[src/rtl/core/i2cms_pkg.sv]
`timescale 1ns / 1ps

package i2cms_pkg;

  localparam int SEND_DEPTH = 32;
  localparam int SEND_AW    = $clog2(SEND_DEPTH);
  localparam int RX_SPAN    = 32;
  localparam int POS_W      = 6;

  typedef enum logic [1:0] {
    OP_LOAD     = 2'd0,
    OP_START_WR = 2'd1,
    OP_START_RD = 2'd2,
    OP_STATUS   = 2'd3
  } op_e;

  typedef enum logic [2:0] {
    ACT_NONE     = 3'd0,
    ACT_START    = 3'd1,
    ACT_SEND     = 3'd2,
    ACT_RX_ACK   = 3'd3,
    ACT_RX_NACK  = 3'd4,
    ACT_STOP     = 3'd5,
    ACT_RELEASE  = 3'd6,
    ACT_RST_STOP = 3'd7
  } act_e;

  typedef enum logic [1:0] {
    MODE_IDLE  = 2'd0,
    MODE_WRITE = 2'd2,
    MODE_READ  = 2'd3
  } mode_e;

  localparam logic [7:0] ST_BUS_ERR   = 8'h00;
  localparam logic [7:0] ST_START     = 8'h08;
  localparam logic [7:0] ST_RESTART   = 8'h10;
  localparam logic [7:0] ST_SLAW_ACK  = 8'h18;
  localparam logic [7:0] ST_SLAW_NACK = 8'h20;
  localparam logic [7:0] ST_DATW_ACK  = 8'h28;
  localparam logic [7:0] ST_DATW_NACK = 8'h30;
  localparam logic [7:0] ST_ARB_LOST  = 8'h38;
  localparam logic [7:0] ST_SLAR_ACK  = 8'h40;
  localparam logic [7:0] ST_SLAR_NACK = 8'h48;
  localparam logic [7:0] ST_DATR_ACK  = 8'h50;
  localparam logic [7:0] ST_DATR_NACK = 8'h58;
  localparam logic [7:0] ST_MASK      = 8'hF8;
  localparam logic [7:0] ADDR_WR_MASK = 8'hFE;
  localparam logic [7:0] ADDR_RD_BIT  = 8'h01;

  typedef struct packed {
    op_e        operation;
    logic [4:0] slot;
    logic [7:0] byte_value;
    logic [7:0] device_address;
    logic [5:0] transfer_length;
    logic [7:0] bus_status;
  } in_t;

  typedef struct packed {
    act_e       bus_action;
    logic [7:0] tx_byte;
    logic       rx_valid;
    logic [7:0] rx_byte;
    logic [4:0] rx_position;
    logic       busy_res;
    logic       rejected;
  } res_t;

  typedef struct packed {
    logic               we;
    logic [SEND_AW-1:0] addr;
    logic [7:0]         data;
  } st_wr_t;

endpackage

[src/rtl/core/i2c_master_transaction_sequencer_core.sv]
`timescale 1ns / 1ps
// i2c master transaction sequencer
// slave stream carries host requests: loads into the send store, write or
// read starts, and bus status events with the byte just received
// master stream carries one result per request: the bus action, the byte
// to send, a delivered received byte with its position, busy and rejected
// each request is registered on entry, decoded against the sequencer state
// and registered again on the way out; its result is presented on the
// master side from that result register and is taken there
// one request per cycle is taken while the master side keeps up; the only
// loop is the state update of the sequencer registers, closed within the decode
// when the master side stalls, the result register holds and the entry
// register fills, after which s_axis_tready drops until the result is taken
// reset clears both stages and returns the sequencer to idle with zeroed
// counters and address; the send store is not cleared and holds whatever
// was loaded last
module i2c_master_transaction_sequencer_core
  import i2cms_pkg::*;
(
  input  logic        clk_i,
  input  logic        rst_ni,
  input  logic        s_axis_tvalid,
  output logic        s_axis_tready,
  // slot, byte_value, device_address, transfer_length, bus_status, zero pad
  input  logic [39:0] s_axis_tdata,
  // operation
  input  logic [1:0]  s_axis_tuser,
  output logic        m_axis_tvalid,
  input  logic        m_axis_tready,
  // bus_action, tx_byte, rx_byte, rx_position, busy_res, rejected, zero pad
  output logic [31:0] m_axis_tdata,
  // rx_valid
  output logic        m_axis_tuser
);

  in_t                s_item;
  in_t                item;
  res_t               res;
  res_t               m_res;
  logic               fire;
  st_wr_t             st_wr;
  logic [SEND_AW-1:0] rd_addr;
  logic [7:0]         rd_data;

  always_comb begin
    s_item.operation       = op_e'(s_axis_tuser);
    s_item.slot            = s_axis_tdata[4:0];
    s_item.byte_value      = s_axis_tdata[12:5];
    s_item.device_address  = s_axis_tdata[20:13];
    s_item.transfer_length = s_axis_tdata[26:21];
    s_item.bus_status      = s_axis_tdata[34:27];
  end

  i2cms_top_io u_io (
    .clk_i     (clk_i),
    .rst_ni    (rst_ni),
    .s_valid_i (s_axis_tvalid),
    .s_ready_o (s_axis_tready),
    .s_item_i  (s_item),
    .fire_o    (fire),
    .item_o    (item),
    .res_i     (res),
    .m_valid_o (m_axis_tvalid),
    .m_ready_i (m_axis_tready),
    .m_res_o   (m_res)
  );

  i2cms_seq u_seq (
    .clk_i     (clk_i),
    .rst_ni    (rst_ni),
    .fire_i    (fire),
    .item_i    (item),
    .rd_data_i (rd_data),
    .rd_addr_o (rd_addr),
    .wr_o      (st_wr),
    .res_o     (res)
  );

  i2cms_store u_store (
    .clk_i     (clk_i),
    .wr_i      (st_wr),
    .rd_addr_i (rd_addr),
    .rd_data_o (rd_data)
  );

  assign m_axis_tdata = {6'd0, m_res.rejected, m_res.busy_res, m_res.rx_position,
                         m_res.rx_byte, m_res.tx_byte, m_res.bus_action};
  assign m_axis_tuser = m_res.rx_valid;

endmodule

[src/rtl/core/i2cms_store.sv]
`timescale 1ns / 1ps

module i2cms_store
  import i2cms_pkg::*;
(
  input  logic               clk_i,
  input  st_wr_t             wr_i,
  input  logic [SEND_AW-1:0] rd_addr_i,
  output logic [7:0]         rd_data_o
);

  logic [7:0] mem_q [SEND_DEPTH];
  logic [7:0] rd_q;

  always_ff @(posedge clk_i) begin
    if (wr_i.we) begin
      mem_q[wr_i.addr] <= wr_i.data;
    end
    if (wr_i.we && (wr_i.addr == rd_addr_i)) begin
      rd_q <= wr_i.data;
    end else begin
      rd_q <= mem_q[rd_addr_i];
    end
  end

  assign rd_data_o = rd_q;

endmodule

[src/rtl/core/i2cms_seq.sv]
`timescale 1ns / 1ps

module i2cms_seq
  import i2cms_pkg::*;
(
  input  logic               clk_i,
  input  logic               rst_ni,
  input  logic               fire_i,
  input  in_t                item_i,
  input  logic [7:0]         rd_data_i,
  output logic [SEND_AW-1:0] rd_addr_o,
  output st_wr_t             wr_o,
  output res_t               res_o
);

  mode_e            mode_q, mode_d;
  logic [7:0]       addr_q, addr_d;
  logic [POS_W-1:0] spos_q, spos_d;
  logic [POS_W-1:0] scnt_q, scnt_d;
  logic [POS_W-1:0] rpos_q, rpos_d;
  logic [POS_W-1:0] rcnt_q, rcnt_d;

  logic [7:0]       status;
  act_e             ack_act;
  act_e             ack_take;
  logic [POS_W-1:0] rpos_inc;
  logic             rx_take;

  assign status    = item_i.bus_status & ST_MASK;
  // next send position, so the store has the byte ready at the next decode
  assign rd_addr_o = fire_i ? spos_d[SEND_AW-1:0] : spos_q[SEND_AW-1:0];
  assign rpos_inc  = (rpos_q != '1) ? rpos_q + POS_W'(1) : rpos_q;
  assign ack_act   = ({1'b0, rpos_q} + 7'd1 < {1'b0, rcnt_q}) ? ACT_RX_ACK : ACT_RX_NACK;
  assign ack_take  = ({1'b0, rpos_inc} + 7'd1 < {1'b0, rcnt_q}) ? ACT_RX_ACK : ACT_RX_NACK;

  always_comb begin
    wr_o.we   = fire_i && (item_i.operation == OP_LOAD) && (32'(item_i.slot) < SEND_DEPTH);
    wr_o.addr = item_i.slot[SEND_AW-1:0];
    wr_o.data = item_i.byte_value;
  end

  always_comb begin
    mode_d  = mode_q;
    addr_d  = addr_q;
    spos_d  = spos_q;
    scnt_d  = scnt_q;
    rpos_d  = rpos_q;
    rcnt_d  = rcnt_q;
    rx_take = 1'b0;
    res_o   = '0;
    res_o.bus_action = ACT_NONE;
    case (item_i.operation)
      OP_LOAD: begin
      end
      OP_START_WR, OP_START_RD: begin
        if (mode_q != MODE_IDLE) begin
          res_o.rejected = 1'b1;
        end else if (item_i.operation == OP_START_WR) begin
          mode_d = MODE_WRITE;
          addr_d = item_i.device_address & ADDR_WR_MASK;
          spos_d = '0;
          scnt_d = (32'(item_i.transfer_length) > SEND_DEPTH) ? POS_W'(SEND_DEPTH)
                                                              : item_i.transfer_length;
          res_o.bus_action = ACT_START;
        end else begin
          mode_d = MODE_READ;
          addr_d = item_i.device_address | ADDR_RD_BIT;
          rpos_d = '0;
          rcnt_d = item_i.transfer_length;
          res_o.bus_action = ACT_START;
        end
      end
      default: begin
        case (status)
          ST_START, ST_RESTART: begin
            res_o.bus_action = ACT_SEND;
            res_o.tx_byte    = addr_q;
          end
          ST_SLAW_ACK, ST_DATW_ACK: begin
            if (spos_q < scnt_q && 32'(spos_q) < SEND_DEPTH) begin
              res_o.bus_action = ACT_SEND;
              res_o.tx_byte    = rd_data_i;
              spos_d           = spos_q + POS_W'(1);
            end else begin
              res_o.bus_action = ACT_STOP;
              mode_d           = MODE_IDLE;
            end
          end
          ST_DATR_NACK: begin
            rx_take          = 1'b1;
            res_o.bus_action = ACT_STOP;
            mode_d           = MODE_IDLE;
          end
          ST_SLAW_NACK, ST_DATW_NACK, ST_SLAR_NACK: begin
            res_o.bus_action = ACT_STOP;
            mode_d           = MODE_IDLE;
          end
          ST_ARB_LOST: begin
            res_o.bus_action = ACT_RELEASE;
            mode_d           = MODE_IDLE;
          end
          ST_DATR_ACK: begin
            rx_take          = 1'b1;
            res_o.bus_action = ack_take;
          end
          ST_SLAR_ACK: begin
            res_o.bus_action = ack_act;
          end
          ST_BUS_ERR: begin
            res_o.bus_action = ACT_RST_STOP;
            mode_d           = MODE_IDLE;
          end
          default: begin
          end
        endcase
      end
    endcase
    if (rx_take) begin
      if (32'(rpos_q) < RX_SPAN) begin
        res_o.rx_valid    = 1'b1;
        res_o.rx_byte     = item_i.byte_value;
        res_o.rx_position = rpos_q[4:0];
      end
      rpos_d = rpos_inc;
    end
    res_o.busy_res = (mode_d != MODE_IDLE);
  end

  always_ff @(posedge clk_i or negedge rst_ni) begin
    if (!rst_ni) begin
      mode_q <= MODE_IDLE;
      addr_q <= '0;
      spos_q <= '0;
      scnt_q <= '0;
      rpos_q <= '0;
      rcnt_q <= '0;
    end else if (fire_i) begin
      mode_q <= mode_d;
      addr_q <= addr_d;
      spos_q <= spos_d;
      scnt_q <= scnt_d;
      rpos_q <= rpos_d;
      rcnt_q <= rcnt_d;
    end
  end

endmodule

[src/rtl/core/i2cms_top_io.sv]
`timescale 1ns / 1ps

module i2cms_top_io
  import i2cms_pkg::*;
(
  input  logic        clk_i,
  input  logic        rst_ni,
  input  logic        s_valid_i,
  output logic        s_ready_o,
  input  in_t         s_item_i,
  output logic        fire_o,
  output in_t         item_o,
  input  res_t        res_i,
  output logic        m_valid_o,
  input  logic        m_ready_i,
  output res_t        m_res_o
);

  logic in_valid_q;
  in_t  in_q;
  logic out_valid_q;
  res_t out_q;
  logic adv;

  assign adv       = !out_valid_q || m_ready_i;
  assign fire_o    = in_valid_q && adv;
  assign s_ready_o = !in_valid_q || adv;
  assign item_o    = in_q;
  assign m_valid_o = out_valid_q;
  assign m_res_o   = out_q;

  always_ff @(posedge clk_i or negedge rst_ni) begin
    if (!rst_ni) begin
      in_valid_q  <= 1'b0;
      out_valid_q <= 1'b0;
    end else begin
      if (s_ready_o) begin
        in_valid_q <= s_valid_i;
      end
      if (adv) begin
        out_valid_q <= in_valid_q;
      end
    end
  end

  always_ff @(posedge clk_i) begin
    if (s_valid_i && s_ready_o) begin
      in_q <= s_item_i;
    end
    if (fire_o) begin
      out_q <= res_i;
    end
  end

endmodule
[config.mk]
export PLATFORM = sky130hd
export DESIGN_NAME = i2c_master_transaction_sequencer_core
export DESIGN_NICKNAME = d
export VERILOG_FILES = /design/src/rtl/core/i2cms_pkg.sv /design/src/rtl/core/i2c_master_transaction_sequencer_core.sv /design/src/rtl/core/i2cms_store.sv /design/src/rtl/core/i2cms_seq.sv /design/src/rtl/core/i2cms_top_io.sv
export SDC_FILE = /design/constraint.sdc
export NUM_CORES = 1
export LEC_CHECK = 0
export BUFFER_PORTS_ARGS = -buffer_cell sky130_fd_sc_hd__buf_2
export CORE_ASPECT_RATIO = 0.8
export CORE_MARGIN = 2
export CORE_UTILIZATION = 60
export CTS_BUF_LIST = sky130_fd_sc_hd__clkbuf_8
export DETAILED_ROUTE_END_ITERATION = 7
export MAX_ROUTING_LAYER = met4
export PLACE_DENSITY = 0.86
export SETUP_SLACK_MARGIN = 0.05
export SYNTH_ARGS = -nofsm -noshare
export SYNTH_HDL_FRONTEND = slang
export SYNTH_SLANG_ARGS = --single-unit
[constraint.sdc]
create_clock -name clk_i -period 7 [get_ports clk_i]
set_input_delay 0.7 -clock clk_i [delete_from_list [all_inputs] [get_ports clk_i]]
set_output_delay 0.7 -clock clk_i [all_outputs]
set_load 0.01 [all_outputs]
# --- Yosys cells after proc, flatten, opt, wreduce, memory -nomap -nowiden ---
# Memories as Yosys holds them, arrays and structs flattened. A register that Yosys moved wholly into a read port is not among the register bits.
# Index checks and enable logic that the tools add are counted.
word_totals:
  input_bits: 46
  elab_cells: 114
  ff_bits: 100
  out_inout_bits: 35
  memories: 1
  mem_bits_rw: 256
memory_table:
  columns: ["name", "depth", "word_bits", "read_ports", "rd_ports_with_merged_regs", "write_ports", "line", "rtl"]
  rows:
  - ["u_store.mem_q", 32, 8, 1, 1, 1, "i2cms_store.sv:12", "logic [7:0] mem_q [SEND_DEPTH];"]
classes:
  n_lt_le_gt_ge: 6
  n_mux: 32
  n_eq_ne: 18
  bitwise_logic: 3
  n_addsub: 4
  reduce_logical: 28
op_table:
  columns: ["operator", "count"]
  rows:
  - ["$mux W6", 10]
  - ["$pmux W3 S7", 1]
  - ["$eq A5 B3 Y1 const B", 4]
  - ["$eq A5 B4 Y1 const B", 4]
  - ["$pmux W8 S2", 1]
  - ["$add A6 B1 Y7 const B", 2]
  - ["$lt A7 B6 Y1", 2]
  - ["$mux W14", 1]
  - ["$add A6 B1 Y6 const B", 2]
  - ["$lt A6 B6 Y1 const B", 2]
  - ["$pmux W6 S2", 1]
  - ["$reduce_and A4 Y1", 3]
  - ["$eq A5 B2 Y1 const B", 2]
  - ["$reduce_bool A2 Y1", 5]
  - ["$mux W3", 3]
  - ["$logic_not A8 Y1", 1]
  - ["$mux W1", 8]
  - ["$mux W8", 1]
  - ["$pmux W2 S2", 2]
  - ["$reduce_or A2 Y1", 4]
  - ["$gt A6 B6 Y1 const B", 1]
  - ["$lt A6 B6 Y1", 1]
  - ["$ne A2 B1 Y1 const B", 3]
  - ["$ne A6 B6 Y1 const B", 1]
  - ["18 further kinds", 26]

# --- Depth between registers and ports, before layout ---
# Gate-level depths: netlist of run 1.
depth:
  word_depth: 7
  mapped_depth: 14
  depth_no_buf: 13

# --- Hierarchy ---
# From an unflattened synthesis of run 1, not the netlist that was laid out.
unflattened:
  cells_unflattened: 859
  area_unflattened_um2: 14999.4
by_module_without_submodules:
  columns: ["mod", "cells_each", "area_each_um2", "n_inst"]
  rows:
  - ["i2cms_store", 414, 9993.3, 1]
  - ["i2cms_seq", 366, 2931.6, 1]
  - ["i2cms_top_io", 72, 2025.7, 1]
  - ["i2c_master_transaction_sequencer_core", 7, 48.8, 1]

# --- Worst setup path after synthesis of run 1 ---
# OpenSTA, ideal clock, no wires.
synth_timing:
  path_kind: "input -> register"
  from: "input port m_axis_tready"
  to: "memory u_store.mem_q[10][0] (enable)"
  stages: 6
  slack_ns: 4.246
  arrival_time_ns: 2.384
  cell_sequence: "nand2b_1 nand2_1 inv_1 buf_2 nand4b_1 nor2_1"
synth_between:
  elab_chain_cells: 5
synth_rtl:
  columns: ["item", "line", "rtl"]
  rows:
  - ["from (decl)", "i2c_master_transaction_sequencer_core.sv:29", "input logic m_axis_tready,"]
  - ["$logic_or A1 B1 Y1", "i2cms_top_io.sv:25", "assign adv = !out_valid_q || m_ready_i;"]
  - ["$logic_and A1 B1 Y1", "i2cms_top_io.sv:26", "assign fire_o = in_valid_q && adv;"]
  - ["via fire", "i2c_master_transaction_sequencer_core.sv:40", "logic fire;"]
  - ["$logic_and A1 B1 Y1", "i2cms_seq.sv:37", "wr_o.we = fire_i && (item_i.operation == OP_LOAD) && (32'(item_i.slot) < SEND_DEPTH);"]
  - ["$mux W1", "i2cms_store.sv:16", "if (wr_i.we) begin"]
  - ["$mux W1 (implied by the code)", "i2cms_store.sv:17", "mem_q[wr_i.addr] <= wr_i.data;"]
  - ["to (decl)", "i2cms_store.sv:12", null]
# The timed path passes the listed nets, and every way through them passes these cells.

==> results of run 1 <==
==> cell families after synthesis <==
kind of cell             Yosys count  synth area share
buffers and inverters             64           0.02540
other                              1         0.0002521
AND/OR/NAND/NOR                  177           0.06342
multiplexers                     100            0.1234
AO/OA/AOI/OAI                    126           0.05888
adder cells (fa/ha/maj)           21           0.01766
flip-flops                       357            0.7052
XOR/XNOR                           9          0.005804
==> power by group <==
part / switching [mW] / internal (mW) / leakage (nW)
Sequential: 0.136 / 2.43 / 3.39
Combinational: 0.518 / 0.497 / 1.69
Clock: 0.763 / 0.778 / 0.556
==> state kept, by name, summed over array words and instances (netlist names), named ones only <==
register	count
u_store.mem_q	256
u_io.item_o	33
u_io.m_res_o	27
u_seq.addr_q	8
u_io.in_valid_q	1
u_seq.rpos_q	6
u_seq.spos_q	6
u_seq.scnt_q	6
u_io.m_valid_o	1
u_seq.rcnt_q	6
u_seq.mode_q	2
==> cell type report <==
type                    count  area share
inverters                  19    0.004368
flip-flops and latches    357      0.6428
clock buffers              60     0.05057
repair buffers             71     0.02268
multi-input cells         439      0.2466
clock inverters            33    0.008582
well taps                 318     0.02437
==> metal layers <==
| metal | up-vias | track usage |
|---|---|---|
| met5 | - | - |
| met4 | 0 | 0.06409 |
| met3 | 58 | 0.05080 |
| met2 | 509 | 0.3799 |
| met1 | 4156 | 0.3349 |
| li1 | 3542 | - |
==> cells in the final DEF, fill, tap and decap left out, types with 13 or more instances in the layout <==
cell | synthesis | routed
dfrtp_1 | 36 | 36
nor2_1 | 53 | 53
nand2_1 | 29 | 29
clkbuf_8 | 0 | 60
inv_1 | 19 | 37
o21ai_0 | 21 | 21
mux2i_1 | 15 | 15
edfxtp_1 | 316 | 316
buf_2 | 14 | 65
and2_1 | 15 | 15
mux4_2 | 62 | 62
mux2_2 | 21 | 21
a21oi_1 | 28 | 28
ha_1 | 21 | 21
nand3_1 | 13 | 13
==> per-stage QoR <==
step                      worst slack (ns)  cell area, sq um  std cells  utilization  hold WS (ns)
after floorplan                      4.246             14890        860            -        0.4044
final                                3.185             16330       1297       0.6698        0.2450
after CTS                            3.333             16330       1297       0.6698        0.2472
after detailed placement             3.351             15360       1204       0.6302        0.4694
after global placement               3.477             15360       1204       0.6302        0.4586
after global routing                 3.043             16330       1297       0.6698        0.2731
==> worst paths after layout <==
check / from / end / slack, ns
max in group asynchronous: rst_ni / u_seq.addr_q[2]$_DFFE_PN0P_ / 6.19
max: u_seq.rpos_q[0]$_DFFE_PN0P_ / u_io.m_res_o[26]$_DFFE_PP_ / 3.18
min in group clk_i: s_axis_tdata[20] / u_io.item_o[21]$_DFFE_PP_ / 0.30
max reg2reg: u_seq.rpos_q[0]$_DFFE_PN0P_ / u_io.m_res_o[26]$_DFFE_PP_ / 3.18
min: rst_ni / u_seq.rcnt_q[1]$_DFFE_PN0P_ / 0.25
min reg2reg: u_io.item_o[17]$_DFFE_PP_ / u_seq.addr_q[3]$_DFFE_PN0P_ / 0.48
==> critical path, cell delays in order (launching register included) <==
cell	delay, ns
dfrtp_1	0.59
ha_1	0.44
xor2_1	0.38
and4b_1	0.35
a31oi_1	0.07
o22ai_1	0.17
ha_1	0.28
a21o_1	0.17
a21o_1	0.17
a311oi_1	0.63
nand2b_1	0.20
a31oi_1	0.09
==> flow_metrics.env, run 1 <==
export IMPL_die_area_sq_um=26080
export IMPL_place_hpwl_mm=19.09
export IMPL_detail_route_wirelength_mm=30.58
export IMPL_fmaxAchievable_mhz=262.1
export IMPL_synth_top_cell_area_share=0.6379
export IMPL_yosys_most_used_dff="edfxtp_1"
export IMPL_count_of_flip_flops_with_a_built_in_enable_after_synthesis=316
export IMPL_cts_buffers_inserted=50
export IMPL_grt_total_ovfl=0
export IMPL_grt_setup_unrepaired="no"
export IMPL_die_height_um=144.8
export IMPL_ant_nets=0
export IMPL_routed_via_density=6.372
export IMPL_timing_critical_path_to_type="register"
export IMPL_min_period_ns=3.815
export IMPL_crit_path_start_kind="register"
export IMPL_power_density_cell_area_nw_per_um2=313.9
export IMPL_timing_critical_path_fanout_max=14
export IMPL_layout_area_seq_sq_um=10500
export IMPL_netlist_top_cell_by_area="edfxtp_1"
export IMPL_pin_count=81
export IMPL_hold_buffers=0
export IMPL_largest_buffer_count_on_any_clock_path=3
export IMPL_yosysUniqueCellTypes=76
export IMPL_antennaDiodeCount=0
export IMPL_report_power_total_mw=5.126
export IMPL_core_area_sq_um=24380
export IMPL_clock_sinks=357
export IMPL_top_layer_used="met4"
export IMPL_synth_top_cells_by_count="edfxtp_1 (316), mux4_2 (62), nor2_1 (53), dfrtp_1 (36), nand2_1 (29)"
export IMPL_die_width_um=180.0
export IMPL_cp_arrival_ns=4.12
export IMPL_hold_path_class="in2async"
export IMPL_route_vias_total=8265
export IMPL_std_cell_rows=51
export IMPL_cts_tree="yes"
export IMPL_worst_slew_pin_slew_ns=1.251
export IMPL_period_share=0.5450
export IMPL_setup_viol_count_final=0
export IMPL_power_leakage_nw=5.638
export IMPL_synth_yosys_seq_area_share=0.7052
export IMPL_timing_setup_critical_path_class="reg2reg"
export IMPL_grt_max_degree=59
export IMPL_maxSlewViolCount=0
export IMPL_cts_reportedPaths_clkPinSlew_ns=0.07
export IMPL_crit_required_ns=7.31
export IMPL_final_hold_violation_count=0
export IMPL_groute_usage_overall=0.2433
export IMPL_gp_routability_congestion=0.8617
export IMPL_yosys_register_bits=357
export IMPL_first_iter_violations=1337
export IMPL_area_growth_synth_to_final_pct=9.766
export IMPL_setup_skew_ns=0.02737
export IMPL_post_route_cells_drive_above_1_share=0.2523
export IMPL_grt_antenna_before_repair=0
export IMPL_first_global_vias=8124
export IMPL_maxCapViolCount=0
export IMPL_max_slew_margin=0.1661
export IMPL_port_buffers=65
export IMPL_wl_met2_mm=14.65
export IMPL_post_cts_buffers=0
export IMPL_insertion_delay_ns=0.58
export IMPL_vdd_ir_drop_worst_v=0.0002649
export IMPL_synthMostInstantiatedCell="edfxtp_1"
export IMPL_outcome="complete, no violations"
export IMPL_fillerInstances=1528
export IMPL_drt_drc_violations_left=0
export IMPL_route_detailed_wl_per_inst_um=23.58
export IMPL_ff_to_ff_path_depth=11
export IMPL_cells_after_synthesis=855
export IMPL_synthesis_yosys_warnings=0
export IMPL_setup_tns_ns=0
export IMPL_syn_area_sq_um=14880
export IMPL_start_util=0.6103
export IMPL_wl_met1_mm=12.51
export IMPL_detailroute_wirelength_met3_mm=2.914
export IMPL_multi_input_logic_area_sq_um=4026
export IMPL_nNetsFinal=1005
export IMPL_cts_resized_gates=0
export IMPL_grt_first_pass_wirelength_mm=46.04
export IMPL_root_buffer_cell="clkbuf_8"
export IMPL_synth_async_sr_flop_share=0.1008
export IMPL_post_synth_main_area_contributors="edfxtp_1 (64%), mux4_2 (9.4%), dfrtp_1 (6.1%)"
export IMPL_avgSynthCellArea_sq_um=17.40
export IMPL_cts_htree_levels=2
export IMPL_drt_pass1_iter_count=5
(Power assumes the default switching activity.)
==> run 2, diff against run 1 <==
Settings changed: ABC_AREA set to 1.
Clock period 7 ns to 4 ns, I/O delays scaled along.
==> run 2 against run 1 <==
  * Sequential share of layout area down 2.8 points
  * Synthesized area up 1.4%
  * Fmax up 25%
  * First-iteration DRC count up 39%
  * Total power up 97%
  * Sequential power up 78%
  * Largest cell class unchanged
==> flow_metrics.env, run 2 <==
export IMPL_outcome="complete, no violations"
export IMPL_timing_critical_path_fanout_max=75
export IMPL_synth_async_sr_flop_share=0.1008
export IMPL_power_leakage_nw=6.707
export IMPL_crit_path_max_incr_delay_ns=0.72
export IMPL_synth_top_cell_area_share=0.6293
export IMPL_worst_slew_pin_slew_ns=1.348
export IMPL_yosys_register_bits=357
export IMPL_maxSlewViolCount=0
export IMPL_fmaxAchievable_mhz=326.8
export IMPL_grt_first_pass_wirelength_mm=57.48
export IMPL_routed_via_density=6.110
export IMPL_route_vias_total=11090
export IMPL_post_synth_main_area_contributors="edfxtp_1 (63%), nand2_1 (8.8%), nand3_1 (8.3%)"
export IMPL_layout_common_cells="nand2_1 (352), edfxtp_1 (316), nand3_1 (250), inv_1 (101), nor2_1 (98)"
export IMPL_final_hold_violation_count=0
export IMPL_grt_setup_unrepaired="no"
export IMPL_die_width_um=181.2
export IMPL_netlist_top_cell_by_area="edfxtp_1"
export IMPL_largest_buffer_count_on_any_clock_path=3
export IMPL_max_slew_margin=0.1015
export IMPL_die_area_sq_um=26420
export IMPL_synthMostInstantiatedCell="nand2_1"
export IMPL_setup_tns_ns=0
export IMPL_rrSetupSlack_ns=0.94
export IMPL_p_int_mw=6.876
export IMPL_synth_top_cells_by_count="nand2_1 (352), edfxtp_1 (316), nand3_1 (250), nor2_1 (98), inv_1 (90)"
export IMPL_maxCapViolCount=0
export IMPL_setup_skew_ns=0.02625
export IMPL_syn_area_sq_um=15080
export IMPL_place_hpwl_mm=21.27
export IMPL_cp_arrival_ns=3.49
export IMPL_fin_area_sq_um=17080
export IMPL_core_area_sq_um=24500
export IMPL_area_growth_synth_to_final_pct=13.27
export IMPL_setup_viol_count_final=0
export IMPL_timing_setup_critical_path_class="reg2reg"
export IMPL_total_cell_area_at_the_placement_stage_sq_um=15540
export IMPL_cells_after_synthesis=1351
export IMPL_ff_to_ff_path_depth=8
export IMPL_dpl_worst_slack_ns=1.113
export IMPL_min_delay_path_depth=3
export IMPL_die_height_um=145.8
export IMPL_crit_path_start_kind="register"
export IMPL_critical_path_slowest_cell="buf_4"
export IMPL_start_util=0.6153
export IMPL_timing_critical_path_to_type="register"
export IMPL_ant_nets=0
export IMPL_first_iter_violations=1861
export IMPL_crit_chain="buf_4 > buf_4 > o21ai_0 > o211ai_1 > nand3_1 > nand3_1 > nand3_1 > a21oi_1"
export IMPL_drt_drc_violations_left=0
export IMPL_synthesis_yosys_warnings=0
export IMPL_synth_yosys_seq_area_share=0.6957
export IMPL_yosys_most_used_dff="edfxtp_1"
export IMPL_post_route_cells_drive_above_1_share=0.1149
export IMPL_gp_routability_congestion=0.9491
export IMPL_regToRegEndpoint="u_io.m_res_o[22]$_SDFFCE_PN0P_"
export IMPL_grt_total_ovfl=0
export IMPL_critPathMostFrequentCell="nand3_1"
export IMPL_hold_path_class="in2reg"
export IMPL_std_cell_rows=51
export IMPL_cts_buffers_inserted=53
export IMPL_power_net_switching_mw=3.207
export IMPL_power_switching_share=0.3180
export IMPL_root_buffer_cell="clkbuf_8"
export IMPL_detail_route_wirelength_mm=37.40
export IMPL_final_common_cell="nand2_1"
export IMPL_antennaDiodeCount=0
export IMPL_period_share=0.7651
export IMPL_hold_path_endpoint="u_io.in_valid_q$_DFFE_PN0N_"
export IMPL_nNetsFinal=1520
export IMPL_clock_power_share=0.328
export IMPL_report_power_total_mw=10.08
export IMPL_min_delay_startpoint="s_axis_tvalid"
export IMPL_grt_max_degree=79
export IMPL_power_density_cell_area_nw_per_um2=590.4
export IMPL_largest_register_ff_count=256
export IMPL_cts_reportedPaths_clkPinSlew_ns=0.08
export IMPL_groute_usage_overall=0.2905
export IMPL_largest_register="u_store.mem_q"
export IMPL_crit_required_ns=4.43
export IMPL_yosysUniqueCellTypes=37
export IMPL_min_period_ns=3.060
export IMPL_count_of_flip_flops_with_a_built_in_enable_after_synthesis=316
export IMPL_vdd_ir_drop_worst_v=0.0004039
export IMPL_avgSynthCellArea_sq_um=11.16
export IMPL_comb_power_share=0.218
export IMPL_cts_htree_levels=2
export IMPL_post_cts_buffers=0
export IMPL_finalWorstSetupSlack_ns=0.9396
export IMPL_grt_antenna_before_repair=0
export IMPL_pin_count=81
export IMPL_worst_hold_slack_after_final_layout_ns=0.03406
export IMPL_port_buffers=65
export IMPL_first_global_vias=10710
export IMPL_sequentialPowerShare=0.454
export IMPL_route_detailed_wl_per_inst_um=20.60
export IMPL_clock_sinks=357
export IMPL_insertion_delay_ns=0.60
export IMPL_drt_pass1_iter_count=7
export IMPL_cts_tree="yes"
## run 2: cell count changes in the layout (fill, tap and decap cells not counted), sizes merged, moves of 9 or more
cell         change
inv             +68
nor2            +46
a211oi          -12
nand3          +237
dlygate4sd3     +34
nand2b          -11
mux2            -21
mux2i           -15
and2            -15
a22oi           -11
nor2b           -13
nand2          +329
a21oi            -9
mux4            -64
## run 2: through the flow
stage	std cells	utilization
detailed placement	1682	0.6343
floorplan	1356	-
global placement	1682	0.6343
global route	1815	0.6970
finish	1815	0.6970
CTS	1815	0.6970
## run 2: worst max-delay path, delay by kind of cell, from the launching register on
family          cells  cell delay (ns)
buf+inv             2             1.20
simple gates        3             0.49
flops               1             0.35
compound gates      3             0.78
## run 2: power by group through the flow
stage	registers, mW	logic, mW	clock network [mW]
final	4.58	2.20	3.31
after global routing	4.60	2.41	3.47
after CTS	4.56	2.13	3.29
after detailed placement	4.63	2.07	0
after global placement	4.61	1.96	0
after floorplan	4.55	1.49	0
## run 2: layout make-up
class | count | area, sq um
Sequential cell | 357 | 10500
Timing Repair Buffer | 107 | 738.2
Inverter | 92 | 346.6
Multi-Input combinational cell | 842 | 3906
Tap cell | 318 | 397.9
Clock buffer | 61 | 839.6
Clock inverter | 38 | 355.3
Fill cell | 1631 | 7425
## run 2: how the worst max path moves through the flow
stage,start,end,slack (ns),cells past startpoint
6_report,register,u_io.m_res_o[22]$_SDFFCE_PN0P_,0.94,8
4_1_cts,register,u_io.m_res_o[22]$_SDFFCE_PN0P_,1.08,8
5_1_grt,u_seq.rpos_q[0]$_DFFE_PN0P_,u_io.m_res_o[24]$_DFFE_PP_,0.88,19
3_5_place_dp,register,u_io.m_res_o[22]$_SDFFCE_PN0P_,1.11,8
2_1_floorplan,u_seq.rpos_q[0]$_DFFE_PN0P_,u_io.m_res_o[26]$_DFFE_PP_,1.61,19
3_3_place_gp,register,u_io.m_res_o[22]$_SDFFCE_PN0P_,1.22,8
## run 2: repair_timing
item | in CTS | in global routing
resized for setup | 0 | 0
hold endpoints to repair | 69 | 0
hold buffers | 34 | 0
## run 2: logic make-up (layout without fill, tap and decap cells)
logic type / after synthesis / after routing / share of synthesized area
flip-flops: 357 / 357 / 0.6957
other: 1 / 6 / 0.0002487
adder cells (fa/ha/maj): 21 / 21 / 0.01743
AND/OR/NAND/NOR: 729 / 729 / 0.2076
XOR/XNOR: 1 / 1 / 0.0005810
AO/OA/AOI/OAI: 85 / 85 / 0.03195
buffers and inverters: 157 / 298 / 0.04647
## run 2: metal layers
metal	routed length, um	global-route usage
met1	13830	0.3918
met2	17350	0.4410
met3	4897	0.05781
met4	1319	0.1130
met5	0	-
==> run 3, diff against run 2 <==
Settings changed: CORE_UTILIZATION 60 to 57.
Clock period 4 ns to 2.5 ns, I/O delays scaled along.
==> run 3 against run 2 <==
  * The run now ends with setup timing left
  * Sequential power grew 58%
  * Worst setup slack lost 1.0 ns
  * Largest cell class unchanged
  * Final area grew 2.8%
  * Critical path depth grew 9
  * Combinational power grew 78%
  * Register-to-register slack lost 1.0 ns
  * Sequential share of layout area shrank 1.7 points
  * Largest power group unchanged
  * First-iteration DRC count shrank 19%
  * Total power grew 55%
  * Die area grew 5.1%
  * Wire length shrank 1.4%
  * Via count shrank 0.76%
==> flow_metrics.env, run 3 (synthesized netlist as in run 2, its figures left out) <==
export IMPL_final_common_cell="nand2_1"
export IMPL_insertion_delay_ns=0.59
export IMPL_critical_path_slowest_cell="dfrtp_1"
export IMPL_cts_reportedPaths_clkPinSlew_ns=0.08
export IMPL_routed_via_density=5.717
export IMPL_worst_slew_pin_slew_ns=1.323
export IMPL_cts_htree_levels=2
export IMPL_first_global_vias=10700
export IMPL_regToRegEndpoint="u_io.m_res_o[24]$_DFFE_PP_"
export IMPL_critical_path_startpoint="u_seq.rpos_q[0]$_DFFE_PN0P_"
export IMPL_final_hold_violation_count=0
export IMPL_ff_to_ff_path_depth=17
export IMPL_timing_critical_path_to_type="register"
export IMPL_outcome="complete, but fails checks"
export IMPL_crit_family="simple AND/OR/NAND/NOR gates"
export IMPL_maxCapViolCount=0
export IMPL_groute_usage_overall=0.2805
export IMPL_layout_common_cells="nand2_1 (348), edfxtp_1 (316), nand3_1 (248), inv_1 (110), nor2_1 (97)"
export IMPL_start_util=0.5771
export IMPL_grt_antenna_before_repair=1
export IMPL_first_iter_violations=1502
export IMPL_largest_register="u_store.mem_q"
export IMPL_die_height_um=149.5
export IMPL_period_share=1.032
export IMPL_crit_chain="ha_4 > nand2_4 > nor2_4 > nand2_4 > buf_4 > buf_4 > nand3_1 > nand3_2 > nand2_1 > inv_1 > ha_4 > and3_1 > nand2_1 > nand4_1 > nand3_1 > nand2_1 > nand2_1"
export IMPL_timing_setup_critical_path_class="reg2reg"
export IMPL_total_cell_area_at_the_placement_stage_sq_um=16060
export IMPL_largest_buffer_count_on_any_clock_path=3
export IMPL_multi_input_logic_area_sq_um=3994
export IMPL_fmaxAchievable_mhz=387.6
export IMPL_fin_util=0.6719
export IMPL_hold_path_class="in2async"
export IMPL_power_leakage_nw=7.018
export IMPL_vdd_ir_drop_worst_v=0.0007116
export IMPL_die_area_sq_um=27780
export IMPL_finalWorstSetupSlack_ns=-0.07993
export IMPL_std_cell_rows=53
export IMPL_area_growth_synth_to_final_pct=16.43
export IMPL_post_route_cells_drive_above_1_share=0.1500
export IMPL_grt_setup_unrepaired="yes"
export IMPL_route_vias_total=11010
export IMPL_cp_arrival_ns=2.90
export IMPL_min_period_ns=2.580
export IMPL_grt_total_ovfl=0
export IMPL_drt_pass1_iter_count=6
export IMPL_timing_critical_path_fanout_max=5
export IMPL_cts_buffers_inserted=54
export IMPL_grt_first_pass_wirelength_mm=57.41
export IMPL_maxSlewViolCount=0
export IMPL_core_area_sq_um=26130
export IMPL_layout_area_seq_sq_um=10500
export IMPL_ant_nets=0
export IMPL_crit_path_max_incr_delay_ns=0.40
export IMPL_die_width_um=185.8
export IMPL_gp_routability_congestion=0.9263
export IMPL_crit_path_start_kind="register"
export IMPL_detail_route_wirelength_mm=36.86
export IMPL_dpl_worst_slack_ns=-0.05759
export IMPL_largest_register_ff_count=256
export IMPL_setup_viol_count_final=3
export IMPL_clock_sinks=357
export IMPL_power_density_cell_area_nw_per_um2=890.6
export IMPL_cts_tree="yes"
export IMPL_max_slew_margin=0.1178
export IMPL_route_detailed_wl_per_inst_um=19.15
export IMPL_critPathMostFrequentCell="nand2_1"
export IMPL_drt_drc_violations_left=0
export IMPL_grt_max_degree=61
export IMPL_fin_area_sq_um=17560
export IMPL_crit_required_ns=2.82
export IMPL_cp_buffers_inverters=3
export IMPL_rrSetupSlack_ns=-0.08
export IMPL_place_hpwl_mm=22.30
export IMPL_r2r_start="u_seq.rpos_q[0]$_DFFE_PN0P_"
export IMPL_failing_checks="setup timing"
export IMPL_root_buffer_cell="clkbuf_8"
export IMPL_fillerInstances=1811
export IMPL_pin_count=81
export IMPL_port_buffers=65
export IMPL_setup_skew_ns=0.02620
export IMPL_nNetsFinal=1589
==> run 3: through the flow <==
step	hold slack [ns]	setup TNS, ns	cells	power, mW
detailed placement	0.4123	-0.1480	1781	10.91
floorplan	-0.04559	0	1356	9.660
global route	0.3488	-0.7333	1925	16.35
CTS	0.3319	0	1919	15.42
global placement	0.3874	0	1781	10.71
finish	0.3475	-0.1909	1925	15.64
==> run 3: worst reg2reg max path, stage by stage, from the launching register on <==
cell	delay, ns
dfrtp_1	0.40
ha_4	0.18
nand2_4	0.07
nor2_4	0.14
nand2_4	0.10
buf_4	0.15
buf_4	0.13
nand3_1	0.10
nand3_2	0.09
nand2_1	0.07
inv_1	0.06
ha_4	0.26
and3_1	0.17
nand2_1	0.09
nand4_1	0.12
nand3_1	0.09
nand2_1	0.07
nand2_1	0.05
==> run 3: worst max-delay path by stage <==
stage,endpoint,cells past startpoint
global placement,u_io.m_res_o[26]$_DFFE_PP_,16
CTS,u_io.m_res_o[26]$_DFFE_PP_,17
finish,u_io.m_res_o[24]$_DFFE_PP_,17
detailed placement,u_io.m_res_o[24]$_DFFE_PP_,17
global route,u_io.m_res_o[24]$_DFFE_PP_,20
floorplan,u_io.m_res_o[26]$_DFFE_PP_,19
==> run 3: cell type report <==
class | count | share of cell area
multi-input combinational | 842 | 0.2275
clock inverter | 46 | 0.01397
tap | 357 | 0.02544
sequential | 357 | 0.5978
inverter | 92 | 0.01974
clock buffer | 55 | 0.04312
timing repair buffer | 175 | 0.07227
antenna | 1 | 0.0001425
==> run 3: metal layers <==
| metal | track usage | up-vias | wire length (um) |
|---|---|---|---|
| met4 | 0.1004 | 0 | 939 |
| li1 | - | 5015 | - |
| met3 | 0.05963 | 94 | 4399 |
| met1 | 0.3869 | 5187 | 14340 |
| met2 | 0.4177 | 710 | 17170 |
| met5 | - | - | 0 |
==> run 3: report_power, final <==
part,switching [mW],internal (mW),leakage (nW),total (mW)
Sequential,0.332,6.92,3.39,7.25
Combinational,2.61,1.31,3.03,3.92
Clock,2.20,2.26,0.601,4.46
Total,5.14,10.5,7.02,15.6
==> run 3: what timing repair did <==
item | in CTS | in global routing
buffers inserted | 0 | 5
endpoints found under the setup margin | 3 | 3
resized for setup | 8 | 12
hold buffers | 37 | 0
pin swaps | 3 | 14
cloned | 0 | 0
endpoints found under the hold margin | 71 | 0
